==> config.mk <==
export PLATFORM = sky130hd
export DESIGN_NAME = keyboard_scan_code_decoder_unit
export DESIGN_NICKNAME = d
export VERILOG_FILES = /design/src/design/kbd_dec_pkg.sv /design/src/design/keyboard_scan_code_decoder_unit.sv
export SDC_FILE = /design/constraint.sdc
export NUM_CORES = 1
export LEC_CHECK = 0
export BUFFER_PORTS_ARGS = -buffer_cell sky130_fd_sc_hd__buf_2
export CAP_MARGIN = 20
export CORE_MARGIN = 2
export CORE_UTILIZATION = 35
export CTS_CLUSTER_SIZE = 28
export DETAILED_ROUTE_END_ITERATION = 10
export GPL_ROUTABILITY_DRIVEN = 0
export MAX_ROUTING_LAYER = met4
export PLACE_DENSITY = 0.56
export RECOVER_POWER = 25
export SYNTH_ARGS = -nofsm -noshare
export SYNTH_HDL_FRONTEND = slang
export SYNTH_SLANG_ARGS = --single-unit
==> constraint.sdc <==
create_clock -name clk_i -period 4.1 [get_ports clk_i]
set_input_delay 0.615 -clock clk_i [delete_from_list [all_inputs] [get_ports clk_i]]
set_output_delay 0.615 -clock clk_i [all_outputs]
set_load 0.02 [all_outputs]
==> src/design/kbd_dec_pkg.sv <==
// Shared types, constants and lookup tables for the keyboard scan code decoder.
// Used by keyboard_scan_code_decoder_unit; no dependencies.
package kbd_dec_pkg;

  localparam int KEY_COUNT = 128;
  localparam int KEY_W     = $clog2(KEY_COUNT);
  localparam int CFG_IDX_W = 1;

  // Item modes
  typedef enum logic [1:0] {
    MODE_KEY   = 2'd0,
    MODE_QUERY = 2'd1,
    MODE_CLEAR = 2'd2,
    MODE_NONE  = 2'd3
  } mode_e;

  // Config register indexes
  localparam logic [CFG_IDX_W-1:0] CFG_CAPS_KEY  = CFG_IDX_W'(0);
  localparam logic [CFG_IDX_W-1:0] CFG_SHIFT_KEY = CFG_IDX_W'(1);

  localparam logic [KEY_W-1:0] CAPS_KEY_RST  = KEY_W'(58);
  localparam logic [KEY_W-1:0] SHIFT_KEY_RST = KEY_W'(42);

  localparam logic [7:0] PREFIX_BIT   = 8'h80;
  localparam logic [7:0] CASE_OFFSET  = 8'h20;  // 'a' - 'A'

  typedef struct packed {
    logic [1:0]       mode;
    logic [7:0]       data_byte;
    logic [KEY_W-1:0] query_key;
  } kbd_in_t;

  typedef struct packed {
    logic             key_event;
    logic             is_make;
    logic [KEY_W-1:0] event_code;
    logic [KEY_W-1:0] last_scan_code;
    logic [7:0]       last_character;
    logic             caps_state;
    logic             query_down;
  } kbd_out_t;

  // Unshifted scan code to ASCII
  function automatic logic [7:0] plain_char(input logic [KEY_W-1:0] code);
    logic [7:0] c;
    case (code)
      7'd1:  c = 8'h1B;  7'd2:  c = 8'h31;  7'd3:  c = 8'h32;  7'd4:  c = 8'h33;
      7'd5:  c = 8'h34;  7'd6:  c = 8'h35;  7'd7:  c = 8'h36;  7'd8:  c = 8'h37;
      7'd9:  c = 8'h38;  7'd10: c = 8'h39;  7'd11: c = 8'h30;  7'd12: c = 8'h2D;
      7'd13: c = 8'h5E;  7'd15: c = 8'h08;  7'd16: c = 8'h09;  7'd17: c = 8'h71;
      7'd18: c = 8'h77;  7'd19: c = 8'h65;  7'd20: c = 8'h72;  7'd21: c = 8'h74;
      7'd22: c = 8'h79;  7'd23: c = 8'h75;  7'd24: c = 8'h69;  7'd25: c = 8'h6F;
      7'd26: c = 8'h70;  7'd27: c = 8'h40;  7'd29: c = 8'h0D;  7'd30: c = 8'h61;
      7'd31: c = 8'h73;  7'd32: c = 8'h64;  7'd33: c = 8'h66;  7'd34: c = 8'h67;
      7'd35: c = 8'h68;  7'd36: c = 8'h6A;  7'd37: c = 8'h6B;  7'd38: c = 8'h6C;
      7'd39: c = 8'h3B;  7'd40: c = 8'h3A;  7'd42: c = 8'h7A;  7'd43: c = 8'h78;
      7'd44: c = 8'h63;  7'd45: c = 8'h76;  7'd46: c = 8'h62;  7'd47: c = 8'h6E;
      7'd48: c = 8'h6D;  7'd49: c = 8'h2C;  7'd50: c = 8'h2E;  7'd51: c = 8'h2F;
      7'd53: c = 8'h20;  7'd54: c = 8'h2A;  7'd55: c = 8'h2F;  7'd56: c = 8'h2B;
      7'd57: c = 8'h2D;  7'd58: c = 8'h37;  7'd59: c = 8'h38;  7'd60: c = 8'h39;
      7'd61: c = 8'h3D;  7'd62: c = 8'h34;  7'd63: c = 8'h35;  7'd64: c = 8'h36;
      7'd66: c = 8'h31;  7'd67: c = 8'h32;  7'd68: c = 8'h33;  7'd69: c = 8'h0D;
      7'd70: c = 8'h30;
      default: c = 8'h00;
    endcase
    return c;
  endfunction

  // Shifted scan code to ASCII
  function automatic logic [7:0] shift_char(input logic [KEY_W-1:0] code);
    logic [7:0] c;
    case (code)
      7'd1:  c = 8'h1B;  7'd2:  c = 8'h21;  7'd3:  c = 8'h22;  7'd4:  c = 8'h23;
      7'd5:  c = 8'h24;  7'd6:  c = 8'h25;  7'd7:  c = 8'h26;  7'd8:  c = 8'h27;
      7'd9:  c = 8'h28;  7'd10: c = 8'h29;  7'd12: c = 8'h3D;  7'd13: c = 8'h7E;
      7'd14: c = 8'h7C;  7'd15: c = 8'h08;  7'd16: c = 8'h09;  7'd17: c = 8'h51;
      7'd18: c = 8'h57;  7'd19: c = 8'h45;  7'd20: c = 8'h52;  7'd21: c = 8'h54;
      7'd22: c = 8'h59;  7'd23: c = 8'h55;  7'd24: c = 8'h49;  7'd25: c = 8'h4F;
      7'd26: c = 8'h50;  7'd27: c = 8'h60;  7'd28: c = 8'h7B;  7'd29: c = 8'h0D;
      7'd30: c = 8'h41;  7'd31: c = 8'h53;  7'd32: c = 8'h44;  7'd33: c = 8'h46;
      7'd34: c = 8'h47;  7'd35: c = 8'h48;  7'd36: c = 8'h4A;  7'd37: c = 8'h4B;
      7'd38: c = 8'h4C;  7'd39: c = 8'h2B;  7'd40: c = 8'h2A;  7'd41: c = 8'h7D;
      7'd42: c = 8'h5A;  7'd43: c = 8'h58;  7'd44: c = 8'h43;  7'd45: c = 8'h56;
      7'd46: c = 8'h42;  7'd47: c = 8'h4E;  7'd48: c = 8'h4D;  7'd49: c = 8'h3C;
      7'd50: c = 8'h3E;  7'd51: c = 8'h3F;  7'd52: c = 8'h5F;  7'd53: c = 8'h20;
      7'd54: c = 8'h2A;  7'd55: c = 8'h2F;  7'd56: c = 8'h2B;  7'd57: c = 8'h2D;
      7'd58: c = 8'h37;  7'd59: c = 8'h38;  7'd60: c = 8'h39;  7'd61: c = 8'h3D;
      7'd62: c = 8'h34;  7'd63: c = 8'h35;  7'd66: c = 8'h31;  7'd67: c = 8'h32;
      7'd68: c = 8'h33;  7'd69: c = 8'h0D;  7'd70: c = 8'h30;
      default: c = 8'h00;
    endcase
    return c;
  endfunction

endpackage

==> src/design/keyboard_scan_code_decoder_unit.sv <==
// Keyboard scan code decoder top level: input register, decode, result register.
// Depends on kbd_dec_pkg (types, config indexes, ASCII tables).

// Takes one item per cycle unless stalled and returns exactly one result item
// for each. An item passes an input register, then one pass of decode logic, then a
// result register, so a result is valid once its item has been decoded into it and
// is held there while the output is stalled; throughput is one item per clock when
// the output is not stalled, set by that single decode pass and the single update
// of the key map. Mode KEY feeds a raw
// keyboard byte: bytes with bit 7 set are held as the prefix, other bytes
// complete a make or break event. Mode QUERY reports one key's down bit, mode
// CLEAR wipes the key map and the last-scan/last-character registers (caps lock
// and the held prefix survive). The 128-entry key map is a flop vector, so a
// clear wipes it as a whole and no clearing pass follows reset. The two
// config registers (caps key, shift key) are written through the cfg channel,
// which is always ready; write them only while no item is in flight.
module keyboard_scan_code_decoder_unit (
  input  logic                                clk_i,
  input  logic                                rst_ni,
  // item input
  input  logic                                in_valid_i,
  output logic                                in_stall_o,
  input  kbd_dec_pkg::kbd_in_t                in_item_i,
  // result output
  output logic                                out_valid_o,
  input  logic                                out_stall_i,
  output kbd_dec_pkg::kbd_out_t               out_item_o,
  // config writes
  input  logic                                cfg_valid_i,
  output logic                                cfg_ready_o,
  input  logic [kbd_dec_pkg::CFG_IDX_W-1:0]   cfg_index_i,
  input  logic [kbd_dec_pkg::KEY_W-1:0]       cfg_data_i
);
  import kbd_dec_pkg::*;

  // ---------------------------------------------------------------------------
  // Config registers
  // ---------------------------------------------------------------------------
  logic [KEY_W-1:0] caps_key_q, shift_key_q;

  assign cfg_ready_o = 1'b1;

  always_ff @(posedge clk_i or negedge rst_ni) begin
    if (!rst_ni) begin
      caps_key_q  <= CAPS_KEY_RST;
      shift_key_q <= SHIFT_KEY_RST;
    end else if (cfg_valid_i && cfg_ready_o) begin
      if (cfg_index_i == CFG_CAPS_KEY)  caps_key_q  <= cfg_data_i;
      if (cfg_index_i == CFG_SHIFT_KEY) shift_key_q <= cfg_data_i;
    end
  end

  // ---------------------------------------------------------------------------
  // Handshake: input register -> decode -> result register
  // ---------------------------------------------------------------------------
  logic     in_valid_q;
  kbd_in_t  in_q;
  logic     out_valid_q;
  kbd_out_t out_q, out_d;
  logic     out_free;   // result register can take a new item this cycle
  logic     fire;       // input register item is decoded and retired

  assign out_free   = !out_valid_q || !out_stall_i;
  assign fire       = in_valid_q && out_free;
  // Input register is free when empty or when its item moves on this cycle.
  assign in_stall_o = in_valid_q && !out_free;

  always_ff @(posedge clk_i or negedge rst_ni) begin
    if (!rst_ni) begin
      in_valid_q <= 1'b0;
    end else if (!in_stall_o) begin
      in_valid_q <= in_valid_i;
    end
  end

  always_ff @(posedge clk_i) begin
    if (in_valid_i && !in_stall_o) begin
      in_q <= in_item_i;
    end
  end

  // ---------------------------------------------------------------------------
  // Decoder state
  // ---------------------------------------------------------------------------
  logic [KEY_COUNT-1:0] key_map_q, key_map_d;
  logic [3:0]           prefix_hi_q, prefix_hi_d;   // only the high nibble matters
  logic                 caps_q, caps_d;
  logic [KEY_W-1:0]     recent_scan_q, recent_scan_d;
  logic [7:0]           recent_char_q, recent_char_d;

  // ---------------------------------------------------------------------------
  // Decode pass
  // ---------------------------------------------------------------------------
  logic             is_key, is_prefix, key_ev, make_ok, make;
  logic             shift_down, query_hit;
  logic [KEY_W-1:0] code;
  logic [7:0]       ch;

  assign is_key    = (in_q.mode == MODE_KEY);
  assign is_prefix = |(in_q.data_byte & PREFIX_BIT);
  assign code      = in_q.data_byte[KEY_W-1:0];
  assign key_ev    = is_key && !is_prefix;
  // Make when prefix bit 4 is clear, or the prefix high nibble is all ones.
  assign make_ok   = !prefix_hi_q[0] || (prefix_hi_q == 4'hF);
  assign make      = key_ev && make_ok;

  // A shift-key make counts in the shift test: a shift-key make reads shifted.
  assign shift_down = key_map_q[shift_key_q] || (make && (code == shift_key_q));
  assign caps_d     = caps_q ^ (make && (code == caps_key_q));
  assign query_hit  = (in_q.mode == MODE_QUERY) && key_map_q[in_q.query_key];

  always_comb begin
    if (shift_down) begin
      ch = shift_char(code);
      if ((ch inside {[8'h41:8'h5A]}) && caps_d) ch = ch + CASE_OFFSET;
    end else begin
      ch = plain_char(code);
      if ((ch inside {[8'h61:8'h7A]}) && caps_d) ch = ch - CASE_OFFSET;
    end
  end

  always_comb begin
    key_map_d     = key_map_q;
    prefix_hi_d   = prefix_hi_q;
    recent_scan_d = recent_scan_q;
    recent_char_d = recent_char_q;
    case (in_q.mode)
      MODE_KEY: begin
        if (is_prefix) begin
          prefix_hi_d = in_q.data_byte[7:4];
        end else if (make) begin
          key_map_d[code] = 1'b1;
          recent_scan_d   = code;
          if (ch != 8'h00) recent_char_d = ch;
        end else begin
          key_map_d[code] = 1'b0;
        end
      end
      MODE_CLEAR: begin
        key_map_d     = '0;
        recent_scan_d = '0;
        recent_char_d = '0;
      end
      default: begin
        // query and the unused mode leave state alone
      end
    endcase
  end

  always_comb begin
    out_d.key_event      = key_ev;
    out_d.is_make        = make;
    out_d.event_code     = key_ev ? code : '0;
    out_d.last_scan_code = recent_scan_d;
    out_d.last_character = recent_char_d;
    out_d.caps_state     = caps_d;
    out_d.query_down     = query_hit;
  end

  always_ff @(posedge clk_i or negedge rst_ni) begin
    if (!rst_ni) begin
      key_map_q     <= '0;
      prefix_hi_q   <= '0;
      caps_q        <= 1'b0;
      recent_scan_q <= '0;
      recent_char_q <= '0;
    end else if (fire) begin
      key_map_q     <= key_map_d;
      prefix_hi_q   <= prefix_hi_d;
      caps_q        <= caps_d;
      recent_scan_q <= recent_scan_d;
      recent_char_q <= recent_char_d;
    end
  end

  // ---------------------------------------------------------------------------
  // Result register
  // ---------------------------------------------------------------------------
  always_ff @(posedge clk_i or negedge rst_ni) begin
    if (!rst_ni) begin
      out_valid_q <= 1'b0;
    end else if (out_free) begin
      out_valid_q <= fire;
    end
  end

  always_ff @(posedge clk_i) begin
    if (fire) begin
      out_q <= out_d;
    end
  end

  assign out_valid_o = out_valid_q;
  assign out_item_o  = out_q;

`ifndef ASSERT_OFF
  // Input side only stalls when the result register is full and held.
  a_stall_cause: assert property (@(posedge clk_i) disable iff (!rst_ni)
    in_stall_o |-> (in_valid_q && out_valid_q && out_stall_i))
    else $error("input stalled without a held result");

  // A clear item empties the key map and the last registers.
  a_clear: assert property (@(posedge clk_i) disable iff (!rst_ni)
    (fire && (in_q.mode == MODE_CLEAR)) |=>
      ((key_map_q == '0) && (recent_scan_q == '0) && (recent_char_q == '0)))
    else $error("clear left state behind");

  // A make marks its key down.
  a_make_sets: assert property (@(posedge clk_i) disable iff (!rst_ni)
    (fire && make) |=> key_map_q[$past(code)])
    else $error("make did not set key map bit");

  // Caps lock only changes on a make of the caps key.
  a_caps_hold: assert property (@(posedge clk_i) disable iff (!rst_ni)
    !(fire && make && (code == caps_key_q)) |=> (caps_q == $past(caps_q)))
    else $error("caps state changed without caps key make");
`endif

endmodule
==> results of run 1 <==
## critical path: cells and delay by family, from the launching register on
family / cells / cell delay (ps)
AO/OA/AOI/OAI: 6 / 1800
buffers and inverters: 1 / 310
flip-flops: 1 / 720
multiplexers: 1 / 530
AND/OR/NAND/NOR: 1 / 90
## routing by layer
metal / global-route usage / up-vias / share of wire
met3: 0.0440 / 113 / 0.088
met1: 0.327 / 5595 / 0.44
met4: 0.0772 / 0 / 0.034
li1: - / 4901 / -
met2: 0.331 / 614 / 0.43
met5: - / - / 0
## how the worst min path moves through the flow
stage | startpoint | endpoint | depth (start not counted)
final | in_item_i[15] | in_q[15] | 1
after detailed placement | prefix_hi_q[3] | prefix_hi_q[3] | 1
after global placement | prefix_hi_q[3] | prefix_hi_q[3] | 1
after floorplan | rst_ni | caps_key_q[0] | 0
after CTS | rst_ni | key_map_q[58] | 1
after global routing | in_item_i[16] | in_q[16] | 1
## state kept, by name, indices dropped and copies added, names as in the netlist, named ones only
register / cells
code: 7
recent_char_q: 8
out_item_o: 26
out_valid_o: 1
caps_key_q: 7
shift_key_q: 7
prefix_hi_q: 4
recent_scan_q: 7
key_map_q: 128
in_q: 10
in_valid_q: 1
caps_q: 1
## where the power goes
| part | switching (mW) | internal (mW) |
|---|---|---|
| clock | 0.941 | 1.38 |
| combinational | 0.656 | 0.365 |
| sequential | 0.135 | 2.38 |
| total | 1.73 | 4.13 |
## logic make-up after synthesis
kind of cell | synth area share
flip-flops | 0.440
AO/OA/AOI/OAI | 0.243
multiplexers | 0.162
adder cells (fa/ha/maj) | 0.00871
other | 0.000290
AND/OR/NAND/NOR | 0.0862
buffers and inverters | 0.0481
XOR/XNOR | 0.0115
## stage by stage
stage	cell area [µm²]	std cells
global placement	13700	1748
floorplan	12900	1285
detailed placement	13700	1748
finish	14600	1795
global route	14600	1795
CTS	14600	1794
## final cells by class
| cell class | count | area share |
|---|---|---|
| clock buffers | 37 | 0.0510 |
| well taps | 468 | 0.0402 |
| inverters | 28 | 0.00722 |
| clock inverters | 9 | 0.00757 |
| repair buffers | 105 | 0.0455 |
| flip-flops and latches | 221 | 0.391 |
| multi-input cells | 927 | 0.458 |
## cell usage in the layout, fill, tap and decap left out, types with 8 or more instances in the layout
cell type	Yosys	final
sky130_fd_sc_hd__clkbuf_16	0	26
sky130_fd_sc_hd__o21ai_0	293	292
sky130_fd_sc_hd__a31oi_1	12	12
sky130_fd_sc_hd__buf_2	6	49
sky130_fd_sc_hd__mux4_2	63	63
sky130_fd_sc_hd__edfxtp_1	43	43
sky130_fd_sc_hd__mux2i_1	15	14
sky130_fd_sc_hd__mux2_2	28	28
sky130_fd_sc_hd__nor3_1	21	20
sky130_fd_sc_hd__nand2b_1	11	11
sky130_fd_sc_hd__clkbuf_1	74	13
sky130_fd_sc_hd__inv_1	27	27
sky130_fd_sc_hd__dfrtp_1	157	157
sky130_fd_sc_hd__ha_1	9	9
sky130_fd_sc_hd__o22ai_1	10	10
sky130_fd_sc_hd__nor2b_1	8	8
sky130_fd_sc_hd__a22o_1	8	8
sky130_fd_sc_hd__a21oi_1	150	150
sky130_fd_sc_hd__o31ai_1	8	8
sky130_fd_sc_hd__nand3_1	20	20
sky130_fd_sc_hd__and2_1	11	11
sky130_fd_sc_hd__dfxtp_1	14	14
sky130_fd_sc_hd__nand2_1	80	79
sky130_fd_sc_hd__a211oi_1	9	9
sky130_fd_sc_hd__xnor2_1	16	16
sky130_fd_sc_hd__buf_4	6	44
sky130_fd_sc_hd__nor2_1	46	46
==> summary.md, run 1 <==
| Metric | Value |
|---|---|
| Relative slew slack | -1.09 |
| Capturing element type of the critical path | register |
| Biggest fanout along the worst timing path | 16 |
| Synthesized flop and latch total | 221 |
| Post-CTS clock slew at the launch and capture registers of the worst setup and hold paths | 60 ps |
| DR DRC count | 0 |
| First-pass GRT wire length | 67500 µm |
| Number of unique standard cell types used by synthesis | 76 |
| Inserted Clock Buffers | 26 |
| Placeable core region | 36500 µm² |
| Worst hold slack after final layout | 243 ps |
| Net count after synthesis | 1324 |
| Worst-case vdd ir drop | 0.359 mV |
| Worst setup endpoint | out_item_o[8] |
| Final core utilization | 0.398 |
| Result of the run | finished with violations |
| Height of the chip | 196 µm |
| R2R depth | 9 |
| Clock buffer depth | 3 |
| Worst-path cell with the longest stage delay | sky130_fd_sc_hd__dfstp_2 |
| Global router's overall resource usage | 0.230 |
| Final Hold Viols | 0 |
| Sequential cell area | 5680 µm² |
| Top cell type's share of synthesized area | 0.304 |
| Crit path arrival time | 3990 ps |
| Post-CTS setup-driven buffer insertion count | 0 |
| Routed vias | 11200 |
| Sum of negative setup slack | 0 ps |
| # Max-Cap Violations | 1 |
| Peak Freq | 269 MHz |
| Residual antenna-violating net count after detailed routing | 0 |
| Antenna cell count | 0 |
| Clock network latency to the later pin of the worst-skew pair | 550 ps |
| Maximum number of pins on one net before global-route repair | 111 |
| Post-Synthesis Mean Instance Area | 10.1 µm² |
| Required arrival time at the worst endpoint | 4370 ps |
| Power density over the cells | 403 nW/µm² |
| Sequential element share of the synthesized area | 0.440 |
| H-tree depth reported by CTS | 1 |
| Fraction of synthesis flops using an asynchronous set or reset pin | 0.742 |
| Clock root buffer | sky130_fd_sc_hd__clkbuf_16 |
| Boundary Pins | 59 |
| Violations in the final reports | capacitance limit, slew limit |
| Top post-synthesis cells by count | sky130_fd_sc_hd__o21ai_0 (293), sky130_fd_sc_hd__dfrtp_1 (157), sky130_fd_sc_hd__a21oi_1 (150) |
| Critical path startpoint category | register |
| Number of vias per cell after detailed routing | 6.25 |
| Crit-path max cell delay | 720 ps |
| Reg-to-reg critical path startpoint | shift_key_q[1] |
| Setup slack of the most critical reg-to-reg path | 380 ps |
| Worst-case setup margin in the final layout | 378 ps |
| R2R Path End | out_item_o[8] |
| Post-detailed-route wirelength per cell | 24.0 µm |
| Routed WL | 43000 µm |
| Critical path class | register to register |
| Library cell with the largest summed area after synthesis | sky130_fd_sc_hd__dfrtp_1 |
| Ranking of synthesized cells by area | sky130_fd_sc_hd__dfrtp_1 (30%), sky130_fd_sc_hd__o21ai_0 (11%), sky130_fd_sc_hd__mux4_2 (11%) |
| Unrepaired setup endpoints after global routing | false |
| Clock sink count | 221 |
| Number of instances in the synthesized netlist | 1285 |
| NumNets Final | 1348 |
| Area growth, synth to finish | 12.6% |
| Fraction of layout instances using a drive strength above 1 | 0.194 |
| Post-synth EDFFs | 43 |
| Static leakage power | 5.94 nW |
| Library cell with the highest instance count after synthesis | sky130_fd_sc_hd__o21ai_0 |
| Transition at the pin with the smallest max-transition slack | 3130 ps |
| Combined area of all synthesized cells | 12900 µm² |
| Starting DRT DRC Count | 1111 |
| FILL cells | 3504 |
| Final slew viol count | 56 |
| Setup violation total in the final timing report | 0 |
| Die X | 196 µm |
| Footprint of the multi-input gates | 6660 µm² |
| Worst hold-check path type | input port to register |
| Placement row count | 70 |
| Total iterations of the first detailed-routing run | 5 |
| HPWL reported at the end of detailed placement | 28500 µm |
| Worst clock skew on the final layout | 16.2 ps |
| Total gr overflow | 0 |
| Final Cycle Share | 0.908 |
| Hold-fix buffers, CTS | 0 |
| TritonCTS clock tree | built |
| Die outline area | 38500 µm² |
| Initial Util | 0.354 |
| Start point of the critical path | shift_key_q[1] |
| Total power after layout | 5.86 mW |
| Input/output buffers | 57 |
| Post-cts sizing count | 0 |
| Most used DFF post-synth | sky130_fd_sc_hd__dfrtp_1 |
| Fin crit period | 3720 ps |
| Cell-by-cell listing of the critical path | buf_4, mux4_2, o22ai_1, nor4_1, a311o_1, o22ai_4, a21oi_2, a21oi_1, o21ai_0 |
| Yosys warnings | 0 |
| Dpl ws | 397 ps |
| Antenna violations before repair | 2 |
| Number of global-route vias before repair | 10900 |
(Power assumes the default switching activity.)
==> run 2: changes to the inputs <==
--- a/config.mk
+++ b/config.mk
@@ -7,6 +7,7 @@
 export LEC_CHECK = 0
 export BUFFER_PORTS_ARGS = -buffer_cell sky130_fd_sc_hd__buf_2
 export CAP_MARGIN = 20
+export CORE_ASPECT_RATIO = 1.25
 export CORE_MARGIN = 2
 export CORE_UTILIZATION = 35
 export CTS_CLUSTER_SIZE = 28
==> run 2 against run 1 <==
- the flow still finishes with violations (capacitance limit, slew limit)
- sequential power is essentially flat
- clock-buffer cell count shrank 4
- critical endpoint is now out_item_o[3]
- wire length up 0.16%
==> summary.md, run 2 (synthesized netlist as in run 1, its figures left out) <==
| Metric | Value |
|---|---|
| Crit-path max cell delay | 680 ps (-40 ps) |
| Clock root buffer | sky130_fd_sc_hd__clkbuf_16 |
| Most common library cell in the layout ignoring fill and taps | sky130_fd_sc_hd__o21ai_0 |
| Input/output buffers | 57 (unchanged) |
| Global router's overall resource usage | 0.231 (+0.000773) |
| Commonest cells after routing, fill and taps aside | sky130_fd_sc_hd__o21ai_0 (292), sky130_fd_sc_hd__dfrtp_1 (157), sky130_fd_sc_hd__a21oi_1 (150) |
| Biggest fanout along the worst timing path | 17 (+1) |
| Clock sink count | 221 (unchanged) |
| Maximum number of pins on one net before global-route repair | 89 (-20%) |
| FILL cells | 3533 (+0.83%) |
| Critical path class | register to register |
| H-tree depth reported by CTS | 1 (unchanged) |
| Post-cts sizing count | 0 (unchanged) |
| Violations in the final reports | capacitance limit, slew limit |
| Routed vias | 11200 (+0.17%) |
| Worst-case vdd ir drop | 0.227 mV (-37%) |
| Total iterations of the first detailed-routing run | 5 (unchanged) |
| Post-CTS setup-driven buffer insertion count | 0 (unchanged) |
| Final slew viol count | 89 (+59%) |
| Number of global-route vias before repair | 11000 (+0.88%) |
| # Max-Cap Violations | 2 (+1) |
| Cell Count, Final, Fillers Out | 1813 (+1.0%) |
| Inserted Clock Buffers | 25 (-3.8%) |
| Capturing element type of the critical path | register |
| Worst-path cell with the longest stage delay | sky130_fd_sc_hd__dfstp_2 |
| Placeable core region | 36400 µm² (-0.33%) |
| Final core utilization | 0.402 (+0.00369) |
| Die outline area | 38500 µm² (about the same) |
| Hold-fix buffers, CTS | 0 (unchanged) |
| Number of flip-flops in the largest register | 128 (unchanged) |
| Worst hold-check path type | input port to register |
| Worst clock skew on the final layout | 15.2 ps (-0.938 ps) |
| NumNets Final | 1354 (+0.45%) |
| Crit path arrival time | 3940 ps (-50 ps) |
| Area growth, synth to finish | 13.2% |
| Required arrival time at the worst endpoint | 4360 ps (about the same) |
| Antenna violations before repair | 1 (-1) |
| Fraction of layout instances using a drive strength above 1 | 0.198 (+0.00453) |
| Result of the run | finished with violations |
| DR DRC count | 0 (unchanged) |
| Post-CTS clock slew at the launch and capture registers of the worst setup and hold paths | 60 ps (about the same) |
| Setup violation total in the final timing report | 0 (unchanged) |
| Number of vias per cell after detailed routing | 6.20 (-0.83%) |
| Residual antenna-violating net count after detailed routing | 0 (unchanged) |
| Power density over the cells | 403 nW/µm² (about the same) |
| HPWL reported at the end of detailed placement | 29000 µm (+1.8%) |
| Unrepaired setup endpoints after global routing | false |
| Transition at the pin with the smallest max-transition slack | 2480 ps (-654 ps) |
| Worst-case setup margin in the final layout | 428 ps (+50.0 ps) |
| Post-detailed-route wirelength per cell | 23.8 µm (-0.84%) |
| Clock network latency to the later pin of the worst-skew pair | 540 ps (about the same) |
| Final Hold Viols | 0 (unchanged) |
| Reg with most FFs | key_map_q |
| Height of the chip | 219 µm (+12%) |
| Final Cycle Share | 0.896 (-0.0122) |
| Placement row count | 78 (+11%) |
| Starting DRT DRC Count | 1086 (-2.3%) |
| Routed WL | 43100 µm (+0.16%) |
| Initial Util | 0.355 (+0.00117) |
| Cell-by-cell listing of the critical path | buf_4, mux4_2, o22ai_1, nor4_1, a311o_1, o22ai_4, a21oi_2, a21oi_1, o21ai_0 |
| Clock buffer depth | 3 (unchanged) |
| Dpl ws | 484 ps (+87.0 ps) |
| Peak Freq | 272 MHz (+1.4%) |
| Critical path startpoint category | register |
| TritonCTS clock tree | built |
| Fin crit period | 3670 ps (-50.0 ps) |
| Boundary Pins | 59 (unchanged) |
| Total gr overflow | 0 (unchanged) |
| Sum of negative setup slack | 0 ps (unchanged) |
| Total instance count after detailed placement | 1767 (+1.1%) |
| First-pass GRT wire length | 66800 µm (-1.1%) |
| Static leakage power | 5.98 nW (+0.67%) |
| Total power after layout | 5.89 mW (+0.57%) |
| Relative slew slack | -0.650 (+0.436) |
| Die X | 176 µm (-10%) |
==> run 2: cell count changes in the layout (fill, tap and decap cells not counted), sizes merged <==
| cell | before | now |
|---|---|---|
| buf | 97 | 101 |
| clkbuf | 45 | 44 |
| clkinvlp | 0 | 1 |
| diode | 0 | 1 |
| inv | 28 | 29 |
==> run 2: routing by layer <==
metal	GRT usage	wire (µm)
met2	0.375	20800
met5	-	0
met1	0.289	17000
met4	0.103	1980
met3	0.0336	3370
==> run 2: power breakdown <==
part | total (mW) | switching, mW | internal, mW
Sequential | 2.50 | 0.122 | 2.38
Clock | 2.34 | 0.931 | 1.41
Combinational | 1.05 | 0.679 | 0.371
==> run 2: cell type report <==
type | instances | area, µm² | area share
clock buffers | 33 | 749 | 0.0512
diodes | 1 | 2.50 | 0.000171
multi-input cells | 927 | 6660 | 0.455
flip-flops and latches | 221 | 5680 | 0.388
clock inverters | 11 | 115 | 0.00786
inverters | 28 | 105 | 0.00718
repair buffers | 112 | 718 | 0.0491
well taps | 480 | 601 | 0.0410
==> run 2: final timing paths <==
kind                                     to  slack [ps]             start  cells after the start
min reg2reg                recent_scan_q[1]         480  recent_scan_q[1]                      2
min in group asynchronous     key_map_q[96]         820            rst_ni                      1
max                           out_item_o[3]         430    shift_key_q[1]                      9
max reg2reg                   out_item_o[3]         430    shift_key_q[1]                      9
min                                in_q[14]         260     in_item_i[14]                      1
max in group asynchronous    key_map_q[117]         990            rst_ni                      2
==> run 2: worst max-delay path, delay by kind of cell (launching register included) <==
family | cells | cell delay (ps)
AO/OA/AOI/OAI | 6 | 1730
AND/OR/NAND/NOR | 1 | 70
multiplexers | 1 | 540
buffers and inverters | 1 | 350
flip-flops | 1 | 680
==> run 2: metrics by stage <==
stage / instance area [µm²] / hold WS (ps)
2_1_floorplan: 12900 / 319
3_5_place_dp: 13800 / 457
4_1_cts: 14600 / 194
3_3_place_gp: 13800 / 449
6_report: 14600 / 258
5_1_grt: 14600 / 245
